## config.mk

```make
export PLATFORM = sky130hd
export DESIGN_NAME = utf8_strict_decoder_core_flat
export DESIGN_NICKNAME = d
export VERILOG_FILES = /design/src/hdl/utf8d_pkg.sv /design/src/hdl/utf8d_req_if.sv /design/src/hdl/utf8d_rsp_if.sv /design/src/hdl/utf8_strict_decoder_core.sv /design/src/flat_wrapper.sv
export SDC_FILE = /design/constraint.sdc
export NUM_CORES = 1
export LEC_CHECK = 0
export BUFFER_PORTS_ARGS = -buffer_cell sky130_fd_sc_hd__buf_2
export CAP_MARGIN = 20
export CORE_MARGIN = 8
export CORE_UTILIZATION = 51
export DETAILED_ROUTE_END_ITERATION = 6
export GPL_TIMING_DRIVEN = 1
export PLACE_DENSITY = 0.75
export SLEW_MARGIN = 20
export SYNTH_ARGS = -nofsm -noshare
export SYNTH_HDL_FRONTEND = slang
export SYNTH_SLANG_ARGS = --single-unit
```

## constraint.sdc

```tcl
create_clock -name clock -period 2.9 [get_ports clock]
set_input_delay 0.29 -clock clock [delete_from_list [all_inputs] [get_ports clock]]
set_output_delay 0.29 -clock clock [all_outputs]
set_load 0.01 [all_outputs]
```

## src/hdl/utf8d_pkg.sv

```systemverilog
// ============================================================================
// UTF-8 strict decoder package
// Widths and byte-range constants shared by the decoder and its channels.
// ============================================================================
package utf8d_pkg;

   localparam int BYTE_W = 8;
   localparam int CP_W   = 21;
   localparam int USED_W = 3;
   localparam int CNT_W  = 2;

   localparam logic [CP_W-1:0]   REPL_CP   = 21'h00FFFD;
   localparam logic [BYTE_W-1:0] ASCII_END = 8'h80;
   localparam logic [BYTE_W-1:0] CONT_LO   = 8'h80;
   localparam logic [BYTE_W-1:0] CONT_HI   = 8'hBF;
   localparam logic [BYTE_W-1:0] LEAD2_LO  = 8'hC2;
   localparam logic [BYTE_W-1:0] LEAD2_HI  = 8'hDF;
   localparam logic [BYTE_W-1:0] LEAD3_LO  = 8'hE0;
   localparam logic [BYTE_W-1:0] LEAD3_HI  = 8'hEF;
   localparam logic [BYTE_W-1:0] LEAD4_LO  = 8'hF0;
   localparam logic [BYTE_W-1:0] LEAD4_HI  = 8'hF4;
   localparam logic [BYTE_W-1:0] LEAD_E0   = 8'hE0;
   localparam logic [BYTE_W-1:0] LEAD_ED   = 8'hED;
   localparam logic [BYTE_W-1:0] LEAD_F0   = 8'hF0;
   localparam logic [BYTE_W-1:0] LEAD_F4   = 8'hF4;
   localparam logic [BYTE_W-1:0] E0_LO     = 8'hA0;
   localparam logic [BYTE_W-1:0] ED_HI     = 8'h9F;
   localparam logic [BYTE_W-1:0] F0_LO     = 8'h90;
   localparam logic [BYTE_W-1:0] F4_HI     = 8'h8F;

   localparam logic [USED_W-1:0] LEN_1 = 3'd1;
   localparam logic [USED_W-1:0] LEN_2 = 3'd2;
   localparam logic [USED_W-1:0] LEN_3 = 3'd3;
   localparam logic [USED_W-1:0] LEN_4 = 3'd4;

endpackage

```

## src/hdl/utf8d_req_if.sv

```systemverilog
// ============================================================================
// UTF-8 decoder input channel
// Valid/ready channel carrying one text byte and its end-of-text flag.
// ============================================================================
interface utf8d_req_if;
   logic                           valid;
   logic                           ready;
   logic [utf8d_pkg::BYTE_W-1:0]   text_byte;
   logic                           end_of_text;

   modport source (output valid, output text_byte, output end_of_text, input ready);
   modport sink   (input valid, input text_byte, input end_of_text, output ready);
endinterface

```

## src/hdl/utf8d_rsp_if.sv

```systemverilog
// ============================================================================
// UTF-8 decoder result channel
// Valid/ready channel carrying one decoded code point per beat.
// ============================================================================
interface utf8d_rsp_if;
   logic                           valid;
   logic                           ready;
   logic [utf8d_pkg::CP_W-1:0]     code_point;
   logic                           is_replacement;
   logic [utf8d_pkg::USED_W-1:0]   bytes_used;
   logic                           last_of_run;

   modport source (output valid, output code_point, output is_replacement,
                   output bytes_used, output last_of_run, input ready);
   modport sink   (input valid, input code_point, input is_replacement,
                   input bytes_used, input last_of_run, output ready);
endinterface

```

## src/hdl/utf8_strict_decoder_core.sv

```systemverilog
// ============================================================================
// UTF-8 strict decoder core
// Streaming RFC 3629 decoder: one byte per input beat, code points out.
// ============================================================================
// The req channel takes one text byte per beat with an end-of-text flag on
// the final byte. The rsp channel returns the results that each byte causes,
// one per beat, with last_of_run marking the final result of a byte.
// A byte produces zero to four results: a broken prefix is flushed as one
// U+FFFD per held byte, then the byte is decoded as a new lead, and an
// end-of-text flag flushes whatever prefix is still pending.
// The byte is decoded against the prefix state in the cycle it is taken and
// its whole run is written into the result register, so the first result is
// visible in the cycle after the input beat. Further results of the same
// run leave one at a time through the single result port.
// A new byte is taken while the last result of the previous run is being
// taken, so a stream that yields at most one result per byte runs at one
// byte per cycle while the receiver stays ready. When the receiver stalls,
// the result register holds and req.ready falls once a run is waiting.
// Reset clears the pending prefix and drops any results not yet delivered.
// ============================================================================
module utf8_strict_decoder_core (
   input  logic              clock,
   input  logic              reset,
   utf8d_req_if.sink         req_chan,
   utf8d_rsp_if.source       rsp_chan
);

   logic [utf8d_pkg::CNT_W-1:0]  pend_ff, pend_in;
   logic [utf8d_pkg::USED_W-1:0] exp_ff, exp_in;
   logic [utf8d_pkg::BYTE_W-1:0] lead_ff, lead_in;
   logic [utf8d_pkg::CP_W-1:0]   part_ff, part_in;

   logic [utf8d_pkg::CNT_W-1:0]  before_ff, before_in;
   logic                         item_ff, item_in;
   logic [utf8d_pkg::CP_W-1:0]   item_cp_ff, item_cp_in;
   logic                         item_repl_ff, item_repl_in;
   logic [utf8d_pkg::USED_W-1:0] item_used_ff, item_used_in;
   logic [utf8d_pkg::CNT_W-1:0]  after_ff, after_in;

   logic [2:0]                   left;
   logic                         accept;
   logic                         pop;

   logic [utf8d_pkg::BYTE_W-1:0] b;
   logic [utf8d_pkg::BYTE_W-1:0] lo;
   logic [utf8d_pkg::BYTE_W-1:0] hi;
   logic                         ok;
   logic                         taken;
   logic [utf8d_pkg::CNT_W-1:0]  cnt_next;
   logic [utf8d_pkg::CP_W-1:0]   part_next;
   logic                         complete;
   logic [utf8d_pkg::CNT_W-1:0]  new_before;
   logic                         new_item;
   logic [utf8d_pkg::CP_W-1:0]   new_cp;
   logic                         new_repl;
   logic [utf8d_pkg::USED_W-1:0] new_used;
   logic [utf8d_pkg::CNT_W-1:0]  new_after;
   logic [utf8d_pkg::CNT_W-1:0]  st_pend;
   logic [utf8d_pkg::USED_W-1:0] st_exp;
   logic [utf8d_pkg::BYTE_W-1:0] st_lead;
   logic [utf8d_pkg::CP_W-1:0]   st_part;

   assign left = {1'b0, before_ff} + {2'b00, item_ff} + {1'b0, after_ff};
   assign rsp_chan.valid = (left != 3'd0);
   assign pop = rsp_chan.valid && rsp_chan.ready;
   assign req_chan.ready = (left == 3'd0) || ((left == 3'd1) && rsp_chan.ready);
   assign accept = req_chan.valid && req_chan.ready;

   always_comb begin
      b  = req_chan.text_byte;
      lo = utf8d_pkg::CONT_LO;
      hi = utf8d_pkg::CONT_HI;
      if (pend_ff == 2'd1) begin
         unique case (lead_ff)
            utf8d_pkg::LEAD_E0: lo = utf8d_pkg::E0_LO;
            utf8d_pkg::LEAD_ED: hi = utf8d_pkg::ED_HI;
            utf8d_pkg::LEAD_F0: lo = utf8d_pkg::F0_LO;
            utf8d_pkg::LEAD_F4: hi = utf8d_pkg::F4_HI;
            default: ;
         endcase
      end
      ok        = (b >= lo) && (b <= hi);
      taken     = (pend_ff != 2'd0) && ok;
      cnt_next  = pend_ff + 2'd1;
      part_next = {part_ff[utf8d_pkg::CP_W-7:0], b[5:0]};
      complete  = (cnt_next == 2'd0) || ({1'b0, cnt_next} >= exp_ff);

      new_before = ((pend_ff != 2'd0) && !ok) ? pend_ff : 2'd0;
      new_item   = 1'b0;
      new_cp     = utf8d_pkg::REPL_CP;
      new_repl   = 1'b1;
      new_used   = utf8d_pkg::LEN_1;
      st_pend    = 2'd0;
      st_exp     = 3'd0;
      st_lead    = '0;
      st_part    = '0;

      if (taken) begin
         if (complete) begin
            new_item = 1'b1;
            new_cp   = part_next;
            new_repl = 1'b0;
            new_used = exp_ff;
         end else begin
            st_pend = cnt_next;
            st_exp  = exp_ff;
            st_lead = lead_ff;
            st_part = part_next;
         end
      end else if (b < utf8d_pkg::ASCII_END) begin
         new_item = 1'b1;
         new_cp   = {13'd0, b};
         new_repl = 1'b0;
      end else if ((b >= utf8d_pkg::LEAD2_LO) && (b <= utf8d_pkg::LEAD2_HI)) begin
         st_pend = 2'd1;
         st_exp  = utf8d_pkg::LEN_2;
         st_lead = b;
         st_part = {16'd0, b[4:0]};
      end else if ((b >= utf8d_pkg::LEAD3_LO) && (b <= utf8d_pkg::LEAD3_HI)) begin
         st_pend = 2'd1;
         st_exp  = utf8d_pkg::LEN_3;
         st_lead = b;
         st_part = {17'd0, b[3:0]};
      end else if ((b >= utf8d_pkg::LEAD4_LO) && (b <= utf8d_pkg::LEAD4_HI)) begin
         st_pend = 2'd1;
         st_exp  = utf8d_pkg::LEN_4;
         st_lead = b;
         st_part = {18'd0, b[2:0]};
      end else begin
         new_item = 1'b1;
      end

      new_after = 2'd0;
      if (req_chan.end_of_text && (st_pend != 2'd0)) begin
         new_after = st_pend;
         st_pend   = 2'd0;
         st_exp    = 3'd0;
         st_lead   = '0;
         st_part   = '0;
      end
   end

   always_comb begin
      pend_in      = pend_ff;
      exp_in       = exp_ff;
      lead_in      = lead_ff;
      part_in      = part_ff;
      before_in    = before_ff;
      item_in      = item_ff;
      item_cp_in   = item_cp_ff;
      item_repl_in = item_repl_ff;
      item_used_in = item_used_ff;
      after_in     = after_ff;
      if (accept) begin
         pend_in      = st_pend;
         exp_in       = st_exp;
         lead_in      = st_lead;
         part_in      = st_part;
         before_in    = new_before;
         item_in      = new_item;
         item_cp_in   = new_cp;
         item_repl_in = new_repl;
         item_used_in = new_used;
         after_in     = new_after;
      end else if (pop) begin
         if (before_ff != 2'd0) begin
            before_in = before_ff - 2'd1;
         end else if (item_ff) begin
            item_in = 1'b0;
         end else begin
            after_in = after_ff - 2'd1;
         end
      end
   end

   always_ff @(posedge clock) begin
      if (reset) begin
         pend_ff   <= '0;
         exp_ff    <= '0;
         lead_ff   <= '0;
         part_ff   <= '0;
         before_ff <= '0;
         item_ff   <= 1'b0;
         after_ff  <= '0;
      end else begin
         pend_ff   <= pend_in;
         exp_ff    <= exp_in;
         lead_ff   <= lead_in;
         part_ff   <= part_in;
         before_ff <= before_in;
         item_ff   <= item_in;
         after_ff  <= after_in;
      end
   end

   always_ff @(posedge clock) begin
      item_cp_ff   <= item_cp_in;
      item_repl_ff <= item_repl_in;
      item_used_ff <= item_used_in;
   end

   always_comb begin
      if ((before_ff == 2'd0) && item_ff) begin
         rsp_chan.code_point     = item_cp_ff;
         rsp_chan.is_replacement = item_repl_ff;
         rsp_chan.bytes_used     = item_used_ff;
      end else begin
         rsp_chan.code_point     = utf8d_pkg::REPL_CP;
         rsp_chan.is_replacement = 1'b1;
         rsp_chan.bytes_used     = utf8d_pkg::LEN_1;
      end
      rsp_chan.last_of_run = (left == 3'd1);
   end

   // A pending prefix always has fewer bytes than its full sequence length.
   assert property (@(posedge clock) disable iff (reset)
      (pend_ff != 2'd0) |-> ({1'b0, pend_ff} < exp_ff))
      else $error("pending prefix is not shorter than its sequence");

   // An end-of-text byte leaves no prefix behind.
   assert property (@(posedge clock) disable iff (reset)
      (accept && req_chan.end_of_text) |=> (pend_ff == 2'd0))
      else $error("prefix left pending after end of text");

   // No new byte is taken while more than one result of a run is waiting.
   assert property (@(posedge clock) disable iff (reset)
      (left > 3'd1) |-> !req_chan.ready)
      else $error("input taken while a run is still queued");

   // An ASCII byte with no prefix pending comes out as itself in the next cycle.
   assert property (@(posedge clock) disable iff (reset)
      (accept && (pend_ff == 2'd0) && (req_chan.text_byte < utf8d_pkg::ASCII_END))
      |=> (rsp_chan.valid && (rsp_chan.code_point == {13'd0, $past(req_chan.text_byte)})))
      else $error("ASCII byte not passed through");

endmodule

```

## src/flat_wrapper.sv

```systemverilog
// flat-port wrapper written by rule: the top's interface ports become plain ports
module utf8_strict_decoder_core_flat 
  (clock, reset, req_chan_valid, req_chan_text_byte, req_chan_end_of_text, req_chan_ready, rsp_chan_valid, rsp_chan_code_point, rsp_chan_is_replacement, rsp_chan_bytes_used, rsp_chan_last_of_run, rsp_chan_ready);
  utf8d_req_if req_chan_i ();
  utf8d_rsp_if rsp_chan_i ();
  input  logic clock;
  input  logic reset;
  input wire logic [$bits(req_chan_i.valid)-1:0] req_chan_valid;
  input wire logic [$bits(req_chan_i.text_byte)-1:0] req_chan_text_byte;
  input wire logic [$bits(req_chan_i.end_of_text)-1:0] req_chan_end_of_text;
  output wire logic [$bits(req_chan_i.ready)-1:0] req_chan_ready;
  output wire logic [$bits(rsp_chan_i.valid)-1:0] rsp_chan_valid;
  output wire logic [$bits(rsp_chan_i.code_point)-1:0] rsp_chan_code_point;
  output wire logic [$bits(rsp_chan_i.is_replacement)-1:0] rsp_chan_is_replacement;
  output wire logic [$bits(rsp_chan_i.bytes_used)-1:0] rsp_chan_bytes_used;
  output wire logic [$bits(rsp_chan_i.last_of_run)-1:0] rsp_chan_last_of_run;
  input wire logic [$bits(rsp_chan_i.ready)-1:0] rsp_chan_ready;
  assign req_chan_i.valid = req_chan_valid;
  assign req_chan_i.text_byte = req_chan_text_byte;
  assign req_chan_i.end_of_text = req_chan_end_of_text;
  assign req_chan_ready = req_chan_i.ready;
  assign rsp_chan_valid = rsp_chan_i.valid;
  assign rsp_chan_code_point = rsp_chan_i.code_point;
  assign rsp_chan_is_replacement = rsp_chan_i.is_replacement;
  assign rsp_chan_bytes_used = rsp_chan_i.bytes_used;
  assign rsp_chan_last_of_run = rsp_chan_i.last_of_run;
  assign rsp_chan_i.ready = rsp_chan_ready;
  utf8_strict_decoder_core u_core (.clock(clock), .reset(reset), .req_chan(req_chan_i), .rsp_chan(rsp_chan_i));
endmodule
```

### Word-level counts from Yosys, hierarchy flattened

Cells that the tools add are included.

| word-level totals | value |
|---|---|
| logic and storage cells | 121 |
| register bits after elaboration | 58 |
| input bits | 13 |

| cells by class | value |
|---|---|
| equal/unequal tests | 9 |
| add/sub/neg operators | 5 |
| reductions and logical operators | 28 |
| $lt $le $gt $ge | 10 |
| mux-type cells | 59 |

Operators with widths:

| kind | count |
|---|---|
| $mux W15 | 5 |
| $mux W8 | 9 |
| $mux W21 | 3 |
| $eq A8 B8 Y1 const B | 4 |
| $mux W2 | 15 |
| $mux W3 | 9 |
| $ge A8 B8 Y1 const B | 3 |
| $le A8 B8 Y1 const B | 3 |
| $pmux W6 S2 | 2 |
| $mux W16 | 1 |
| $mux W1 | 14 |
| $logic_and A1 B1 Y1 | 11 |
| $reduce_bool A2 Y1 | 5 |
| $ge A8 B8 Y1 | 1 |
| $le A8 B8 Y1 | 1 |
| $lt A8 B8 Y1 const B | 1 |
| $reduce_and A2 Y1 | 4 |
| $logic_not A2 Y1 | 2 |
| $mux W4 | 1 |
| $sub A2 B1 Y2 const B | 2 |
| $add A2 B1 Y3 | 1 |
| $add A3 B2 Y3 | 1 |
| $eq A3 B1 Y1 const B | 1 |
| $ge A2 B3 Y1 | 1 |
| other kinds (10) | 11 |

### Longest topological paths before layout

| logic depth | value |
|---|---|
| depth after elaboration | 11 |
| depth in mapped cells | 14 |

### Worst setup path after synthesis

OpenSTA, ideal clock, no wires.

| timing path | value |
|---|---|
| path type | register to register |
| start point | register u_core.after_ff[0] (netlist name) |
| end point | register u_core.part_ff[12] (netlist name) |
| stages on the path, launching flop included | 10 |
| clock period less this slack | 2836 ps |
| data arrival time | 2776 ps |
| buffers on the path | 1 |
| library setup time | 60 ps |
| slack | 64 ps |
| cell sequence | dfxtp_1 > fa_1 > inv_1 > fa_1 > and3_1 > o21ai_1 > inv_2 > nor2_1 > clkbuf_1 > a22o_1 |

| between the ends | value |
|---|---|
| cells in the longest elaborated chain, start to end | 5 |

Ends and longest elaborated chain:

| item | line | RTL |
|---|---|---|
| from (decl) | utf8_strict_decoder_core.sv:38 | `logic [utf8d_pkg::CNT_W-1:0] after_ff, after_in;` |
| from (signal assigned) | utf8_strict_decoder_core.sv:192 | `after_ff <= after_in;` |
| $add A3 B2 Y3 (*) | utf8_strict_decoder_core.sv:63 | `assign left = {1'b0, before_ff} + {2'b00, item_ff} + {1'b0, after_ff};` |
| $eq A3 B1 Y1 | utf8_strict_decoder_core.sv:66 | `assign req_chan.ready = (left == 3'd0) \|\| ((left == 3'd1) && rsp_chan.ready);` |
| $logic_and A1 B1 Y1 | utf8_strict_decoder_core.sv:66 |  |
| $logic_or A1 B1 Y1 (*) | utf8_strict_decoder_core.sv:66 |  |
| $logic_and A1 B1 Y1 (*) | utf8_strict_decoder_core.sv:67 | `assign accept = req_chan.valid && req_chan.ready;` |
| net u_core.accept | utf8_strict_decoder_core.sv:41 | `logic accept;` |
| to (signal assigned) | utf8_strict_decoder_core.sv:189 | `part_ff <= part_in;` |
| to (decl) | utf8_strict_decoder_core.sv:31 | `logic [utf8d_pkg::CP_W-1:0] part_ff, part_in;` |

The timed path passes the listed nets; every way through them passes the cells marked *.
A chain may end at the register's enable or synchronous reset.

### Final worst setup path

| timing path | value |
|---|---|
| start point | register u_core.pend_ff[1] (netlist name) |
| end point | register u_core.item_cp_ff[12] (netlist name), data pin |

| between the ends | value |
|---|---|
| cells in the longest elaborated chain, start to end | 6 |

Ends and longest elaborated chain:

| item | line | RTL |
|---|---|---|
| from (decl) | utf8_strict_decoder_core.sv:28 | `logic [utf8d_pkg::CNT_W-1:0] pend_ff, pend_in;` |
| from (signal assigned) | utf8_strict_decoder_core.sv:186 | `pend_ff <= pend_in;` |
| $eq A2 B1 Y1 | utf8_strict_decoder_core.sv:73 | `if (pend_ff == 2'd1) begin` |
| $mux W8 | utf8_strict_decoder_core.sv:73 |  |
| $ge A8 B8 Y1 or $le A8 B8 Y1 (tied branches) | utf8_strict_decoder_core.sv:82 | `ok = (b >= lo) && (b <= hi);` |
| $logic_and A1 B1 Y1 | utf8_strict_decoder_core.sv:82 |  |
| $logic_and A1 B1 Y1 | utf8_strict_decoder_core.sv:83 | `taken = (pend_ff != 2'd0) && ok;` |
| $mux W21 (*) | utf8_strict_decoder_core.sv:98 | `if (taken) begin` |
| net u_core.new_cp, one bit | utf8_strict_decoder_core.sv:54 | `logic [utf8d_pkg::CP_W-1:0] new_cp;` |
| to (signal assigned) | utf8_strict_decoder_core.sv:197 | `item_cp_ff <= item_cp_in;` |
| to (decl) | utf8_strict_decoder_core.sv:35 | `logic [utf8d_pkg::CP_W-1:0] item_cp_ff, item_cp_in;` |

Marked as above.

==> metrics.txt <==
status completed; # clock sinks 58; total global-route track usage 16.98%; CTS clk-pin slew, worst paths 0.07 ns; ys async rst share 0%; hold crit path type in2reg; core area 5540 um^2; Clock Path Buffers 2; post-synth cell types 53; CTS tree built; worst skew pair latency 0.33 ns; cell area after synthesis 2934 um^2; max frequency 0.3644 GHz; FF+latch area 1411 um^2; pin count of the biggest net entering global routing 23; Post-Synthesis Cells 293; Slowest-stage cell, CP dfxtp_1; Pleak 1.459 nW; syn_area_per_cell 10.01 um^2; final slew viol count 0; final-report hold violation count 0; Multi-input gate area 1410 um^2; share of post-route cells with drive strength above 1 28.90%; Slew HR 41.48%; Avg Vias per Cell 5.871; Tightest Pin Transition 0.8656 ns; die area 8436 um^2; global placement routability congestion 0.9071; synthesized flop and latch total 58; final WL 7070 um; hold slack final 0.2667 ns; worst vdd rail ir drop 365.3 uV; most common cell after layout, fill and taps aside buf_2; maxcap violations 0; num ports 41; ys flop type dfxtp_1; Req. time, crit path 2.99 ns; # rows 27; DRC 0; Worst path max stage delay 0.36 ns; critical-path cell list inv_2 -> ha_1 -> nand4_1 -> nor2_2 -> and3_1 -> ha_1 -> nand4_1 -> o311ai_2 -> o211a_1 -> mux2_4 -> buf_12 -> a21o_1; Die Y 91.85 um; gr ovfl total 0; Worst EP arrival 2.83 ns; Area growth, synth to finish 20.90%; Syn Nets 318; Pre-antenna DRT Iters 5; CP max FO 10; number of CTS-inserted buffers 9; fillers 451; vias in the first global route 2388; DRT antenna net count 0; nets@finish 373; Die W 91.85 um; iteration-0 DRC count of the detailed router 163; RSZ-0062 raised after global routing false; H-tree depth reported by CTS 3; Synthesis Warnings 0; HPWL after detailed placement 5158 um; Tcrit/Tclk final 94.64%; commonest cells after routing, fill and taps aside buf_2, dfxtp_1, edfxtp_1; Setup violations, final 0; Final Skew 0.009996 ns; Critical Path Start Type register; first-pass GRT wire length 11590 um; initial antenna violation count 0; CP Capture Type register; Initial Util 52.96%; DR WL/cell 16.64 um; ant diodes 0; pwr dens 581.3 nW/um^2; port buffer count 40; clock root cell clkbuf_8; Vias 2495; Post-synth EDFFs 25; CP Class reg2reg; Seq/Total Area, Yosys 48.10%; Hold Buf Count CTS 0; crit path time final 2.745 ns; setup TNS 0 ns
## per-layer routing
metal / track usage, % / up-vias / wire [um]
li1: - / 1191 / -
met1: 20.91 / 1158 / 3156
met2: 26.76 / 120 / 3133
met3: 4.482 / 26 / 548
met4: 8.725 / 0 / 231
met5: 0 / - / 0
## synthesized netlist by cell type, types with 4 or more instances
cell      number  area (um^2)
a22o_1        10        87.58
and3_1        15        93.84
nand3_1        9        45.04
or2_2         20        125.1
nor2b_1        4        25.02
dfxtp_1       33        660.6
nor3_1         4        20.02
nor2_1        15        56.30
nand2b_1      11        68.82
nand4_1        5        31.28
mux2i_1        5        50.05
a21oi_1       11        55.05
a21o_1        11        82.58
a32o_1         5        50.05
nand2_1       15        56.30
or3_1          4        25.02
edfxtp_1      25        750.7
ha_1          10        125.1
o21ai_0        8        40.04
inv_1         20        75.07
buf_2          4        20.02
o32ai_1        4        35.03
clkbuf_1       9        33.78
## registers in the layout, summed over array words and instances (netlist names), 2 cells and up
register and cells:
u_core.exp_ff 3, u_core.part_ff 15, u_core.item_used_ff 3, u_core.lead_ff 8, u_core.after_ff 2, u_core.item_cp_ff 21, u_core.before_ff 2, u_core.pend_ff 2
## cell type report
| type | instances | area share (%) |
|---|---|---|
| well taps | 72 | 2.540 |
| repair buffers | 58 | 9.806 |
| clock inverters | 6 | 2.293 |
| clock buffers | 10 | 3.598 |
| flip-flops and latches | 58 | 39.79 |
| inverters | 21 | 2.222 |
| multi-input cells | 200 | 39.75 |
## cell families (layout without fill, tap and decap cells)
logic type,count (synthesis),in the layout,share of synthesized area (%)
AO/OA/AOI/OAI,70,70,17.87
AND/OR/NAND/NOR,112,112,21.66
adder cells (fa/ha/maj),12,12,5.629
multiplexers,6,6,2.090
buffers and inverters,35,95,4.648
flip-flops,58,58,48.10
## final timing paths
kind                               from                     to  slack, ns  cells after the start
hold / removal    req_chan_text_byte[0]      u_core.lead_ff[0]       0.27                      2
setup reg to reg      u_core.pend_ff[1]  u_core.item_cp_ff[12]       0.16                     12
setup / recovery      u_core.pend_ff[1]  u_core.item_cp_ff[12]       0.16                     12
hold reg to reg      u_core.part_ff[10]     u_core.part_ff[10]       0.47                      1
## critical path, delay by kind of cell, from the launching register on
family,cells,cell delay [ns]
simple gates,4,0.42
buf+inv,2,0.20
flops,1,0.36
fa+ha+maj,2,0.46
compound gates,3,0.71
mux,1,0.36
## report_power, final
| part | switching, mW | total, mW | internal [mW] |
|---|---|---|---|
| logic | 0.208 | 0.341 | 0.133 |
| clock network | 0.321 | 0.799 | 0.478 |
| registers | 0.0153 | 0.922 | 0.907 |
## metrics by stage
stage,instance area [um^2],std cells,setup WS [ns],util [%],power [mW]
3_5_place_dp,3299,407,0.01403,59.55,1.273
5_1_grt,3547,425,0.03075,64.02,2.137
4_1_cts,3516,423,0.01824,63.46,2.063
3_3_place_gp,3299,407,0.09418,59.55,1.268
6_report,3547,425,0.1554,64.02,2.062
2_1_floorplan,2934,293,0.06426,-,1.140
## timing repair
action / CTS / global route
setup endpoints to repair: 3 / 38
resized for setup: 1 / 5
pin swaps: 0 / 2
setup buffers: 0 / 2
(Power assumes the default switching activity.)
